## config.mk

```make
export PLATFORM = sky130hd
export DESIGN_NAME = voice_fade_playback_controller_top
export DESIGN_NICKNAME = d
export VERILOG_FILES = /design/src/hw/rtl/vfp_pkg.sv /design/src/hw/rtl/vfp_divider.sv /design/src/hw/rtl/voice_fade_playback_controller_top.sv
export SDC_FILE = /design/constraint.sdc
export NUM_CORES = 2
export LEC_CHECK = 0
export BUFFER_PORTS_ARGS = -buffer_cell sky130_fd_sc_hd__clkbuf_2
export CAP_MARGIN = 20
export CORE_MARGIN = 2
export CORE_UTILIZATION = 55
export DETAILED_ROUTE_END_ITERATION = 8
export HOLD_SLACK_MARGIN = 0.12
export PLACE_DENSITY = 0.84
export SLEW_MARGIN = 20
export SYNTH_ARGS = -nofsm -noshare
export SYNTH_HDL_FRONTEND = slang
export SYNTH_SLANG_ARGS = --single-unit
```

## constraint.sdc

```tcl
create_clock -name clk_i -period 12.34 [get_ports clk_i]
set_input_delay 0.617 -clock clk_i [delete_from_list [all_inputs] [get_ports clk_i]]
set_output_delay 0.617 -clock clk_i [all_outputs]
set_load 0.005 [all_outputs]
```

## src/hw/rtl/vfp_pkg.sv

```systemverilog
// Shared types and constants of the voice fade and playback controller.
// Used by vfp_divider and voice_fade_playback_controller_top; no dependencies.

package vfp_pkg;

  localparam int unsigned VolW   = 16;
  localparam int unsigned PosW   = 32;
  localparam int unsigned ElapW  = 17;
  localparam int unsigned AmtW   = 16;
  localparam int unsigned CfgW   = 32;
  localparam int unsigned CfgIdxW = 2;

  // Shared divider: 33-bit dividend, 32-bit divisor.
  localparam int unsigned DivNumW = 33;
  localparam int unsigned DivDenW = 32;
  localparam int unsigned DivCntW = $clog2(DivNumW + 1);

  localparam logic [VolW-1:0] VolFull = {VolW{1'b1}};

  typedef enum logic [2:0] {
    ST_STOPPED  = 3'd0,
    ST_PLAYING  = 3'd1,
    ST_PAUSED   = 3'd2,
    ST_FADE_IN  = 3'd3,
    ST_FADE_OUT = 3'd4
  } vfp_play_e;

  typedef enum logic [2:0] {
    OP_TICK     = 3'd0,
    OP_PLAY     = 3'd1,
    OP_PAUSE    = 3'd2,
    OP_STOP     = 3'd3,
    OP_FADE_IN  = 3'd4,
    OP_FADE_OUT = 3'd5
  } vfp_op_e;

  typedef enum logic [CfgIdxW-1:0] {
    CFG_TRACK_LEN = 2'd0,
    CFG_LOOP_EN   = 2'd1,
    CFG_BASE_VOL  = 2'd2
  } vfp_cfg_e;

  typedef enum logic [2:0] {
    SEQ_IDLE,
    SEQ_FADE_MUL,
    SEQ_FADE_DIV,
    SEQ_FADE_WAIT,
    SEQ_POS,
    SEQ_POS_WAIT,
    SEQ_DONE
  } vfp_seq_e;

  typedef struct packed {
    logic busy;
    logic done;
  } vfp_div_status_t;

endpackage

```

## src/hw/rtl/vfp_divider.sv

```systemverilog
// Iterative restoring divider, one quotient bit per cycle, shared by the
// fade ratio and the position wrap. Depends on vfp_pkg.

module vfp_divider (
  input  logic                         clk_i,
  input  logic                         rst_ni,
  input  logic                         start_i,
  input  logic [vfp_pkg::DivNumW-1:0]  dividend_i,
  input  logic [vfp_pkg::DivDenW-1:0]  divisor_i,
  output vfp_pkg::vfp_div_status_t     status_o,
  output logic [vfp_pkg::DivNumW-1:0]  quotient_o,
  output logic [vfp_pkg::DivDenW-1:0]  remainder_o
);
  import vfp_pkg::*;

  logic               busy_q, busy_d;
  logic               done_q, done_d;
  logic [DivCntW-1:0] cnt_q, cnt_d;
  logic [DivDenW-1:0] rem_q, rem_d;
  logic [DivNumW-1:0] quo_q, quo_d;
  logic [DivDenW-1:0] dvs_q, dvs_d;

  logic [DivDenW:0]   shifted;
  logic [DivDenW+1:0] trial;
  logic               fits;

  assign shifted = {rem_q, quo_q[DivNumW-1]};
  assign trial   = {1'b0, shifted} - {2'b00, dvs_q};
  assign fits    = ~trial[DivDenW+1];

  always_comb begin
    busy_d = busy_q;
    done_d = 1'b0;
    cnt_d  = cnt_q;
    rem_d  = rem_q;
    quo_d  = quo_q;
    dvs_d  = dvs_q;
    if (start_i && !busy_q) begin
      busy_d = 1'b1;
      cnt_d  = DivCntW'(DivNumW);
      rem_d  = '0;
      quo_d  = dividend_i;
      dvs_d  = divisor_i;
    end else if (busy_q) begin
      // The partial remainder stays below the divisor, so its low bits suffice.
      rem_d = fits ? trial[DivDenW-1:0] : shifted[DivDenW-1:0];
      quo_d = {quo_q[DivNumW-2:0], fits};
      cnt_d = cnt_q - 1'b1;
      if (cnt_q == DivCntW'(1)) begin
        busy_d = 1'b0;
        done_d = 1'b1;
      end
    end
  end

  always_ff @(posedge clk_i or negedge rst_ni) begin
    if (!rst_ni) begin
      busy_q <= 1'b0;
      done_q <= 1'b0;
      cnt_q  <= '0;
    end else begin
      busy_q <= busy_d;
      done_q <= done_d;
      cnt_q  <= cnt_d;
    end
  end

  always_ff @(posedge clk_i) begin
    rem_q <= rem_d;
    quo_q <= quo_d;
    dvs_q <= dvs_d;
  end

  assign status_o.busy = busy_q;
  assign status_o.done = done_q;
  assign quotient_o    = quo_q;
  assign remainder_o   = rem_q;

`ifndef SYNTH
  a_done_not_busy : assert property (@(posedge clk_i) disable iff (!rst_ni)
    done_q |-> !busy_q)
    else $error("divider reports done while still busy");
  a_busy_count : assert property (@(posedge clk_i) disable iff (!rst_ni)
    busy_q |-> cnt_q != '0)
    else $error("divider busy with an exhausted bit count");
  a_start_runs : assert property (@(posedge clk_i) disable iff (!rst_ni)
    (start_i && !busy_q) |=> (busy_q && cnt_q == DivCntW'(DivNumW)))
    else $error("divider did not begin a full run after start");
`endif

endmodule

```

## src/hw/rtl/voice_fade_playback_controller_top.sv

```systemverilog
// Top level of the voice fade and playback controller: command sequencer,
// voice state, configuration registers and result register.
// Depends on vfp_pkg and vfp_divider.

// Usage. Commands arrive as beats on the slave stream: tuser carries the
// opcode (tick, play, pause, stop, fade in, fade out) and tdata carries the
// amount and the stop-when-done flag. Every accepted beat yields exactly one
// result beat on the master stream with the play state, volume, position and
// an ended flag, in command order.
// Sequencing. A command other than a tick goes from acceptance to the done
// state, where it is loaded into the result register, and the sequencer then
// returns to idle for the next beat; a tick that moves the position without a
// division passes through the position state first. A tick that wraps the
// position, or one that advances a fade still in progress, runs the shared divider,
// which resolves one quotient bit per cycle; a fade step first runs the multiply,
// divide and wait states, and a wrap waits in the position wait state. One command is in flight at a time.
// Reset. rst_ni is asynchronous and active low; it stops the voice, sets the
// volume and base volume to full scale, clears track length and looping, and
// empties the result register.
// Stalls. The result register holds a finished beat while the receiver is not
// ready; a new command may already be accepted, and its result waits in the
// sequencer until the register is free.
// Configuration writes on cfg_we_i take effect at once and are meant to be
// issued while no command is in flight.

module voice_fade_playback_controller_top (
  input  logic                         clk_i,
  input  logic                         rst_ni,
  // Command stream.
  input  logic                         s_axis_tvalid,
  output logic                         s_axis_tready,
  input  logic [23:0]                  s_axis_tdata,  // [15:0] amount, [16] stop_when_done
  input  logic [2:0]                   s_axis_tuser,  // [2:0] opcode
  // Result stream.
  output logic                         m_axis_tvalid,
  input  logic                         m_axis_tready,
  output logic [55:0]                  m_axis_tdata,  // [2:0] play_state_out,
                                                      // [18:3] volume_out,
                                                      // [50:19] position_out,
                                                      // [51] ended
  // Configuration write port.
  input  logic                         cfg_we_i,
  input  logic [vfp_pkg::CfgIdxW-1:0]  cfg_idx_i,
  input  logic [vfp_pkg::CfgW-1:0]     cfg_data_i
);
  import vfp_pkg::*;

  // Configuration registers.
  logic [PosW-1:0] track_len_q;
  logic            loop_en_q;
  logic [VolW-1:0] base_vol_q;

  // Voice state.
  vfp_play_e        play_q, play_d;
  logic [VolW-1:0]  vol_q, vol_d;
  logic [VolW-1:0]  fstart_q, fstart_d;
  logic [VolW-1:0]  ftarget_q, ftarget_d;
  logic [VolW-1:0]  flen_q, flen_d;
  logic [ElapW-1:0] felap_q, felap_d;
  logic             saf_q, saf_d;
  logic [PosW-1:0]  pos_q, pos_d;

  // Sequencer and working registers.
  vfp_seq_e         seq_q, seq_d;
  logic             was_stopped_q, was_stopped_d;
  logic [AmtW-1:0]  amt_q, amt_d;
  logic [2*VolW-1:0] prod_q, prod_d;
  logic             up_q, up_d;

  // Result register.
  logic             out_valid_q, out_valid_d;
  logic [55:0]      out_data_q, out_data_d;

  // Divider connection.
  logic               div_start;
  logic [DivNumW-1:0] div_num;
  logic [DivDenW-1:0] div_den;
  vfp_div_status_t    div_st;
  logic [DivNumW-1:0] div_quo;
  logic [DivDenW-1:0] div_rem;

  // Command fields and shared combinational terms.
  logic [2:0]       in_op;
  logic [AmtW-1:0]  in_amt;
  logic             in_swd;
  logic             accept;
  logic [ElapW-1:0] elap_sum;
  logic [PosW:0]    pos_sum;
  logic             pos_over;
  logic [VolW-1:0]  span;
  logic             out_free;
  logic             ended;

  assign in_op    = s_axis_tuser;
  assign in_amt   = s_axis_tdata[AmtW-1:0];
  assign in_swd   = s_axis_tdata[AmtW];
  assign accept   = s_axis_tvalid && s_axis_tready;
  assign elap_sum = felap_q + {1'b0, in_amt};
  assign pos_sum  = {1'b0, pos_q} + {{(PosW+1-AmtW){1'b0}}, amt_q};
  assign pos_over = (track_len_q != '0) && (pos_sum >= {1'b0, track_len_q});
  assign span     = (ftarget_q >= fstart_q) ? (ftarget_q - fstart_q)
                                            : (fstart_q - ftarget_q);
  assign out_free = !out_valid_q || m_axis_tready;
  assign ended    = was_stopped_q == 1'b0 && play_q == ST_STOPPED;

  vfp_divider u_div (
    .clk_i       (clk_i),
    .rst_ni      (rst_ni),
    .start_i     (div_start),
    .dividend_i  (div_num),
    .divisor_i   (div_den),
    .status_o    (div_st),
    .quotient_o  (div_quo),
    .remainder_o (div_rem)
  );

  // Next state of the sequencer.
  always_comb begin
    seq_d = seq_q;
    unique case (seq_q)
      SEQ_IDLE: begin
        if (accept) begin
          seq_d = SEQ_DONE;
          if (in_op == OP_TICK) begin
            if (play_q == ST_PLAYING) begin
              seq_d = SEQ_POS;
            end else if (play_q == ST_FADE_IN || play_q == ST_FADE_OUT) begin
              if (elap_sum < {1'b0, flen_q}) begin
                seq_d = SEQ_FADE_MUL;
              end else if (!(play_q == ST_FADE_OUT && saf_q)) begin
                seq_d = SEQ_POS;
              end
            end
          end
        end
      end
      SEQ_FADE_MUL:  seq_d = SEQ_FADE_DIV;
      SEQ_FADE_DIV:  seq_d = SEQ_FADE_WAIT;
      SEQ_FADE_WAIT: if (div_st.done) seq_d = SEQ_POS;
      SEQ_POS: begin
        seq_d = (pos_over && loop_en_q) ? SEQ_POS_WAIT : SEQ_DONE;
      end
      SEQ_POS_WAIT:  if (div_st.done) seq_d = SEQ_DONE;
      SEQ_DONE:      if (out_free) seq_d = SEQ_IDLE;
      default:       seq_d = SEQ_IDLE;
    endcase
  end

  // Sequencer outputs: handshake and divider requests.
  always_comb begin
    s_axis_tready = 1'b0;
    div_start     = 1'b0;
    div_num       = {1'b0, prod_q};
    div_den       = {{(DivDenW-VolW){1'b0}}, flen_q};
    unique case (seq_q)
      SEQ_IDLE:     s_axis_tready = 1'b1;
      SEQ_FADE_DIV: div_start = 1'b1;
      SEQ_POS: begin
        div_start = pos_over && loop_en_q;
        div_num   = pos_sum;
        div_den   = track_len_q;
      end
      default: ;
    endcase
  end

  // Voice state and result register updates.
  always_comb begin
    play_d        = play_q;
    vol_d         = vol_q;
    fstart_d      = fstart_q;
    ftarget_d     = ftarget_q;
    flen_d        = flen_q;
    felap_d       = felap_q;
    saf_d         = saf_q;
    pos_d         = pos_q;
    was_stopped_d = was_stopped_q;
    amt_d         = amt_q;
    prod_d        = prod_q;
    up_d          = up_q;
    out_valid_d   = out_valid_q;
    out_data_d    = out_data_q;

    if (m_axis_tready) out_valid_d = 1'b0;

    if (cfg_we_i && cfg_idx_i == CFG_BASE_VOL) vol_d = cfg_data_i[VolW-1:0];

    unique case (seq_q)
      SEQ_IDLE: begin
        if (accept) begin
          was_stopped_d = (play_q == ST_STOPPED);
          amt_d         = in_amt;
          unique case (in_op)
            OP_TICK: begin
              if (play_q == ST_FADE_IN || play_q == ST_FADE_OUT) begin
                felap_d = elap_sum;
                if (elap_sum >= {1'b0, flen_q}) begin
                  vol_d = ftarget_q;
                  if (play_q == ST_FADE_OUT && saf_q) begin
                    play_d  = ST_STOPPED;
                    pos_d   = '0;
                    felap_d = '0;
                  end else begin
                    play_d = ST_PLAYING;
                  end
                end
              end
            end
            OP_PLAY: begin
              if (play_q == ST_PAUSED) begin
                play_d = ST_PLAYING;
              end else if (play_q == ST_STOPPED) begin
                play_d = ST_PLAYING;
                pos_d  = '0;
              end
            end
            OP_PAUSE: begin
              if (play_q == ST_PLAYING || play_q == ST_FADE_IN ||
                  play_q == ST_FADE_OUT) begin
                play_d = ST_PAUSED;
              end
            end
            OP_STOP: begin
              play_d  = ST_STOPPED;
              pos_d   = '0;
              felap_d = '0;
            end
            OP_FADE_IN: begin
              if (in_amt == '0) begin
                vol_d  = base_vol_q;
                play_d = ST_PLAYING;
              end else begin
                fstart_d  = '0;
                ftarget_d = base_vol_q;
                flen_d    = in_amt;
                felap_d   = '0;
                saf_d     = 1'b0;
                vol_d     = '0;
                play_d    = ST_FADE_IN;
              end
            end
            OP_FADE_OUT: begin
              if (in_amt == '0) begin
                if (in_swd) begin
                  play_d  = ST_STOPPED;
                  pos_d   = '0;
                  felap_d = '0;
                end else begin
                  vol_d = '0;
                end
              end else begin
                fstart_d  = vol_q;
                ftarget_d = '0;
                flen_d    = in_amt;
                felap_d   = '0;
                saf_d     = in_swd;
                play_d    = ST_FADE_OUT;
              end
            end
            default: ;
          endcase
        end
      end
      SEQ_FADE_MUL: begin
        // The elapsed time is below the fade length here, so 16 bits hold it.
        prod_d = span * felap_q[VolW-1:0];
        up_d   = (ftarget_q >= fstart_q);
      end
      SEQ_FADE_WAIT: begin
        if (div_st.done) begin
          vol_d = up_q ? (fstart_q + div_quo[VolW-1:0])
                       : (fstart_q - div_quo[VolW-1:0]);
        end
      end
      SEQ_POS: begin
        if (!pos_over) begin
          pos_d = pos_sum[PosW-1:0];
        end else if (!loop_en_q) begin
          play_d  = ST_STOPPED;
          pos_d   = '0;
          felap_d = '0;
        end
      end
      SEQ_POS_WAIT: begin
        if (div_st.done) pos_d = div_rem;
      end
      SEQ_DONE: begin
        if (out_free) begin
          out_valid_d = 1'b1;
          out_data_d  = {4'b0000, ended, pos_q, vol_q, play_q};
        end
      end
      default: ;
    endcase
  end

  always_ff @(posedge clk_i or negedge rst_ni) begin
    if (!rst_ni) begin
      seq_q         <= SEQ_IDLE;
      out_valid_q   <= 1'b0;
      track_len_q   <= '0;
      loop_en_q     <= 1'b0;
      base_vol_q    <= VolFull;
      play_q        <= ST_STOPPED;
      vol_q         <= VolFull;
      fstart_q      <= '0;
      ftarget_q     <= '0;
      flen_q        <= '0;
      felap_q       <= '0;
      saf_q         <= 1'b0;
      pos_q         <= '0;
      was_stopped_q <= 1'b1;
    end else begin
      seq_q         <= seq_d;
      out_valid_q   <= out_valid_d;
      play_q        <= play_d;
      vol_q         <= vol_d;
      fstart_q      <= fstart_d;
      ftarget_q     <= ftarget_d;
      flen_q        <= flen_d;
      felap_q       <= felap_d;
      saf_q         <= saf_d;
      pos_q         <= pos_d;
      was_stopped_q <= was_stopped_d;
      if (cfg_we_i) begin
        unique case (cfg_idx_i)
          CFG_TRACK_LEN: track_len_q <= cfg_data_i;
          CFG_LOOP_EN:   loop_en_q   <= cfg_data_i[0];
          CFG_BASE_VOL:  base_vol_q  <= cfg_data_i[VolW-1:0];
          default: ;
        endcase
      end
    end
  end

  always_ff @(posedge clk_i) begin
    amt_q      <= amt_d;
    prod_q     <= prod_d;
    up_q       <= up_d;
    out_data_q <= out_data_d;
  end

  assign m_axis_tvalid = out_valid_q;
  assign m_axis_tdata  = out_data_q;

`ifndef SYNTH
  a_div_done_waited : assert property (@(posedge clk_i) disable iff (!rst_ni)
    div_st.done |-> (seq_q == SEQ_FADE_WAIT || seq_q == SEQ_POS_WAIT))
    else $error("division finished while the sequencer was not waiting for it");
  a_ended_stopped : assert property (@(posedge clk_i) disable iff (!rst_ni)
    (out_valid_q && out_data_q[51]) |-> out_data_q[2:0] == ST_STOPPED)
    else $error("result flags ended without a stopped voice");
  a_no_start_busy : assert property (@(posedge clk_i) disable iff (!rst_ni)
    div_start |-> !div_st.busy)
    else $error("division requested while the divider is busy");
  a_out_held : assert property (@(posedge clk_i) disable iff (!rst_ni)
    (out_valid_q && !m_axis_tready) |=> (out_valid_q && $stable(out_data_q)))
    else $error("stalled result beat changed");
`endif

endmodule
```

Word level (Yosys, flattened, before mapping)

Cells that the tools add are included.

Output and inout bits: 58
Logic and storage cells: 204
Bits of input ports: 66
Flip-flop bits (word level): 377

Reduce and logical (&&, ||, !) cells: 35
Equal/unequal tests: 41
$lt $le $gt $ge: 4
Bitwise logic cells: 3
Add/sub/neg operators: 8
Muxes and demuxes: 87
$mul: 1

Operators by type and width:

| operator             | count |
|---|---|
| $mux W32             | 12 |
| $mux W16             | 14 |
| $mux W17             | 9 |
| $pmux W32 S4         | 1 |
| $mux W33             | 3 |
| $pmux W16 S2         | 3 |
| $pmux W32 S3         | 1 |
| $pmux W17 S4         | 1 |
| $mux W3              | 18 |
| $pmux W16 S3         | 1 |
| $sub A16 B16 Y16     | 3 |
| $pmux W17 S2         | 1 |
| $sub A33 B32 Y34     | 1 |
| $add A32 B16 Y33     | 1 |
| $ge A33 B32 Y1       | 1 |
| $mul A16 B16 Y32     | 1 |
| $reduce_bool A32 Y1  | 1 |
| $ne A3 B3 Y1 const B | 10 |
| $pmux W3 S7          | 1 |
| $eq A3 B2 Y1 const B | 6 |
| $eq A3 B3 Y1 const B | 6 |
| $pmux W3 S6          | 1 |
| $add A17 B16 Y17     | 1 |
| $ge A17 B16 Y1       | 1 |
| other kinds (34)     | 81 |

Logic depth before layout (Yosys ltp)

Depth in word-level cells: 9
Mapped depth: 38
Gate-level depth less buffers: 35

By module

Synthesis repeated with hierarchy kept, for this count alone.

Cells, all modules: 3481
Area total of the unflattened synthesis: 32053.2 um^2

Modules (own cells, without submodules):

| module                             | cells each | seq. area each (um^2) | area an instance (um^2) | times used |
|---|---|---|---|---|
| voice_fade_playback_controller_top | 2922       | 7353.3                | 26173.9                 | 1 |
| vfp_divider                        | 559        | 2792.7                | 5879.4                  | 1 |

Least setup slack after synthesis

Ideal clock, no wire load.

Kind: register to register
From: reg ftarget_q[0]
To: reg prod_q[30] (data pin)
Cell stages (with the launch flop): 35
Arrival: 8.329 ns
Path buffers: 2
Library setup time: 0.258 ns
Data required time: 12.082 ns
Setup slack: 3.753 ns
Clock period less this slack: 8.587 ns
Cells stage by stage: dfrtp_1 > inv_1 > ha_1 > inv_1 > fa_1 > a21o_1 > a21oi_1 > a21oi_1 > o211a_1 > o41a_1 > buf_6 > nor2_8 > mux2i_1 > buf_2 > nor3_1 > a311oi_1 > fa_1 > fa_1 > inv_1 > fa_1 > fa_1 > fa_1 > inv_1 > fa_1 > inv_1 > ha_1 > o21a_1 > o21ai_0 > nand2b_1 > and4_1 > a211o_1 > o211ai_1 > o31ai_1 > o41a_1 > xor2_1

Cells in the longest elaborated chain, start to end: 3
Elaborated cells on any way between the ends: 5
Classes of those cells: add/sub (2); mul (1); order compare (1); mux (1)

Ends and longest elaborated chain:

| element                                        | line                                      | source |
|---|---|---|
| from (decl)                                    | voice_fade_playback_controller_top.sv:57  | `logic [VolW-1:0] ftarget_q, ftarget_d;` |
| from (signal assigned)                         | voice_fade_playback_controller_top.sv:319 | `ftarget_q <= ftarget_d;` |
| $sub A16 B16 Y16, or another cell as far along | voice_fade_playback_controller_top.sv:102 | `: (fstart_q - ftarget_q);` |
| $mux W16 *                                     | voice_fade_playback_controller_top.sv:101 | `assign span = (ftarget_q >= fstart_q) ? (ftarget_q - fstart_q)` |
| $mul A16 B16 Y32 *                             | voice_fade_playback_controller_top.sv:266 | `prod_d = span * felap_q[VolW-1:0];` |
| to (signal assigned)                           | voice_fade_playback_controller_top.sv:338 | `prod_q <= prod_d;` |
| to (decl)                                      | voice_fade_playback_controller_top.sv:67  | `logic [2*VolW-1:0] prod_q, prod_d;` |

Mark *: on every way between the ends. The rest lies on a longest branch, timed or not.
A chain may end at the register's enable or synchronous reset.

Worst setup path in the final report

From: reg ftarget_q[0]
To: reg prod_q[31] (data pin)

The elaborated chain is that of the path after synthesis.

==> impl_metrics.json <==
{
  "synth_edf_count": 166,
  "clock-sinks": 377,
  "fin_cells": 4295,
  "r2r_start": "ftarget_q[0]",
  "hold_path_depth": 3,
  "fin_area_um2": 34580,
  "yosysWarnings": 0,
  "die_x_um": 245.6,
  "dp.cells": 4222,
  "insertion_delay_ps": 560,
  "ant_nets": 0,
  "rows": 88,
  "wl_per_cell_um": 20.32,
  "worstPathArrival_ps": 10570,
  "synth_cell_type_count": 94,
  "avgSynthCellArea_um2": 9.232,
  "status": "completed",
  "synthMuxAreaShare_pct": 3.037,
  "die_h_um": 245.6,
  "start_util_pct": 55.62,
  "synth_ff_type": "edfxtp_1",
  "gp_congestion": 0.9589,
  "cp_max_fo": 16,
  "end_kind": "register",
  "synth-compound-area-share_pct": 16.19,
  "min_period_over_period_pct": 83.20,
  "maxCapViolations": 0,
  "synth_xor_area_share_pct": 3.649,
  "drt_iter0_drc": 2710,
  "required_ps": 12650,
  "cts_root_buf": "clkbuf_16",
  "via_count": 26430,
  "cts_made_buffers": 38,
  "synth-seq-cells": 377,
  "port_buffers": 112,
  "dpl.hpwl_um": 66280,
  "synth_top_family_by_area": "adder cells",
  "tns_ps": 0,
  "overflow": 0,
  "hold_path_end": "base_vol_q[4]",
  "min_period_ps": 10270,
  "first_pass_iters": 6,
  "area_delta_synth_final_pct": 7.763,
  "wl_um": 87260,
  "die_area_um2": 60290,
  "drive_gt1_share_pct": 8.903,
  "cpPeakStageDelay_ps": 780,
  "synthCells": 3476,
  "grt_pass1_vias": 25540,
  "core_um2": 57700,
  "via_per_inst": 6.153,
  "nNetsFinal": 4029,
  "slew_violations": 0,
  "critPathKind": "register to register",
  "postSynth.asyncResetShare_pct": 47.48,
  "drc_errors": 0,
  "fillers": 4713,
  "final_common_cell": "nand2_1",
  "hold_violations": 0,
  "cts_tree": "yes",
  "antenna_found_initial": 3,
  "place_area_um2": 33290,
  "critPathLaunchType": "register",
  "synthesis.area_um2": 32090,
  "rr_endpoint": "prod_q[31]",
  "ys_seq_area_share_pct": 31.62,
  "r2r_cells": 32,
  "final_cell_mix": "nand2_1, inv_1, ha_1, o21ai_0, fa_1",
  "crit_slowest_cell": "xnor2_2",
  "htreeDepth": 2,
  "post_synth_fa_ha_maj_area_fraction_pct": 22.81,
  "max_slew_margin_pct": 22.60,
  "min-delay-start": "cfg_data_i[4]",
  "grt_usage_pct": 28.76,
  "ff2ff_setup_slack_ps": 2070,
  "grt_pass1_wl_um": 137800,
  "synthSimpleGateAreaFrac_pct": 15.63,
  "cts_max_path_buffers": 3,
  "rsz0062_at_grt": "no",
  "clock.fmax_ghz": 0.09740,
  "worst_path_most_repeated_cell": "fa_1",
  "ios": 124,
  "worst_pin_slew_ps": 1159,
  "grt_max_degree": 71,
  "clk_pin_slew_worst_paths_ps": 70,
  "skew_ps": 30.97,
  "hp-class": "input port to register",
  "setup_violations": 0
}
[routing by layer]
layer	GRT usage, %	wire length (um)
met1	38.19	34540
met2	45.51	39940
met3	4.060	7419
met4	15.88	5355
met5	0	0
[what timing repair did]
action | CTS | global route
resized for setup | 0 | 0
hold endpoints to repair | 29 | 0
buffers inserted | 0 | 0
hold buffers | 1 | 0
[Yosys cell counts (all sizes together), types with 11 or more instances]
master  instances  area [um^2]
nand2         428         1607
inv           413         1553
ha            265         3316
o21ai         240         1201
fa            200         4004
edfxtp        166         4985
nor2          151        585.6
a21oi         148        748.2
dfrtp         146         3654
clkbuf        124        465.5
and2          110        688.2
nand3          90        450.4
xnor2          87        769.5
mux2i          70        704.4
a21o           57        427.9
nor3           55        280.3
xor2           45        401.6
nand2b         43        269.0
buf            42        247.7
a22oi          39        292.8
dfstp          33        867.1
nor2b          33        206.5
dfxtp          32        640.6
o31ai          30        249.0
a211oi         28        230.2
nand4          28        175.2
and3           27        168.9
mux2           24        270.3
nor4           23        158.9
o21a           22        165.2
a22o           21        183.9
o21bai         19        142.6
o221ai         18        157.7
a311oi         17        148.9
a31oi          17        106.4
nor3b          17        127.6
o211ai         15        117.6
a32oi          12        105.1
o311ai         12        105.1
a21boi         11        82.58
[through the flow]
step	hold slack [ps]	util [%]	setup WS (ps)
after floorplan	321.4	-	3753
after global placement	439.5	57.70	2356
after detailed placement	443.9	57.70	2267
after CTS	265.0	59.91	2205
after global routing	281.5	59.94	1601
final	272.0	59.94	2073
[registers in the layout, indices dropped and copies added (netlist names), 3 cells and up]
| register | count |
|---|---|
| base_vol_q | 16 |
| track_len_q | 32 |
| u_div.quotient_o | 33 |
| seq_q | 3 |
| u_div.cnt_q | 6 |
| u_div.dvs_q | 32 |
| felap_q | 17 |
| flen_q | 16 |
| fstart_q | 16 |
| ftarget_q | 16 |
| pos_q | 32 |
| amt_q | 16 |
| prod_q | 32 |
| u_div.remainder_o | 32 |
| vol_q | 16 |
| play_q | 3 |
| m_axis_tdata | 52 |
[cell type report]
| type | count | area, um^2 | area share [%] |
|---|---|---|---|
| Tap cell | 765 | 957.2 | 2.768 |
| Antenna cell | 3 | 7.507 | 0.02171 |
| Clock buffer | 50 | 1027 | 2.970 |
| Sequential cell | 377 | 10150 | 29.34 |
| Timing Repair Buffer | 145 | 817.0 | 2.363 |
| Multi-Input combinational cell | 2523 | 19840 | 57.37 |
| Clock inverter | 19 | 235.2 | 0.6802 |
| Inverter | 413 | 1553 | 4.490 |
[kinds of logic after synthesis]
family,Yosys count
AND/OR/NAND/NOR,1045
flip-flops,377
buffers and inverters,579
adder cells (fa/ha/maj),465
multiplexers,94
other,1
XOR/XNOR,132
AO/OA/AOI/OAI,783
[critical path, delay by kind of cell, from the launching register on]
family	cells	cell delay, ps
xor gates and xnor gates	1	780
buffers and inverters	5	290
adders and majority gates	9	4120
AOI/OAI and AO/OA	13	3700
and+or+nand+nor	4	720
DFF	1	420
[worst max path at each step]
stage | from | endpoint | slack, ps
after floorplan | ftarget_q[0] | prod_q[30] | 3750
after global placement | ftarget_q[0] | prod_q[31] | 2360
after detailed placement | ftarget_q[0] | prod_q[31] | 2270
after CTS | ftarget_q[0] | prod_q[31] | 2210
after global routing | ftarget_q[0] | prod_q[31] | 1600
final | ftarget_q[0] | prod_q[31] | 2070
Power is not shown: default switching activity piles up to over one toggle a cycle in this logic, so the estimate is an artifact.
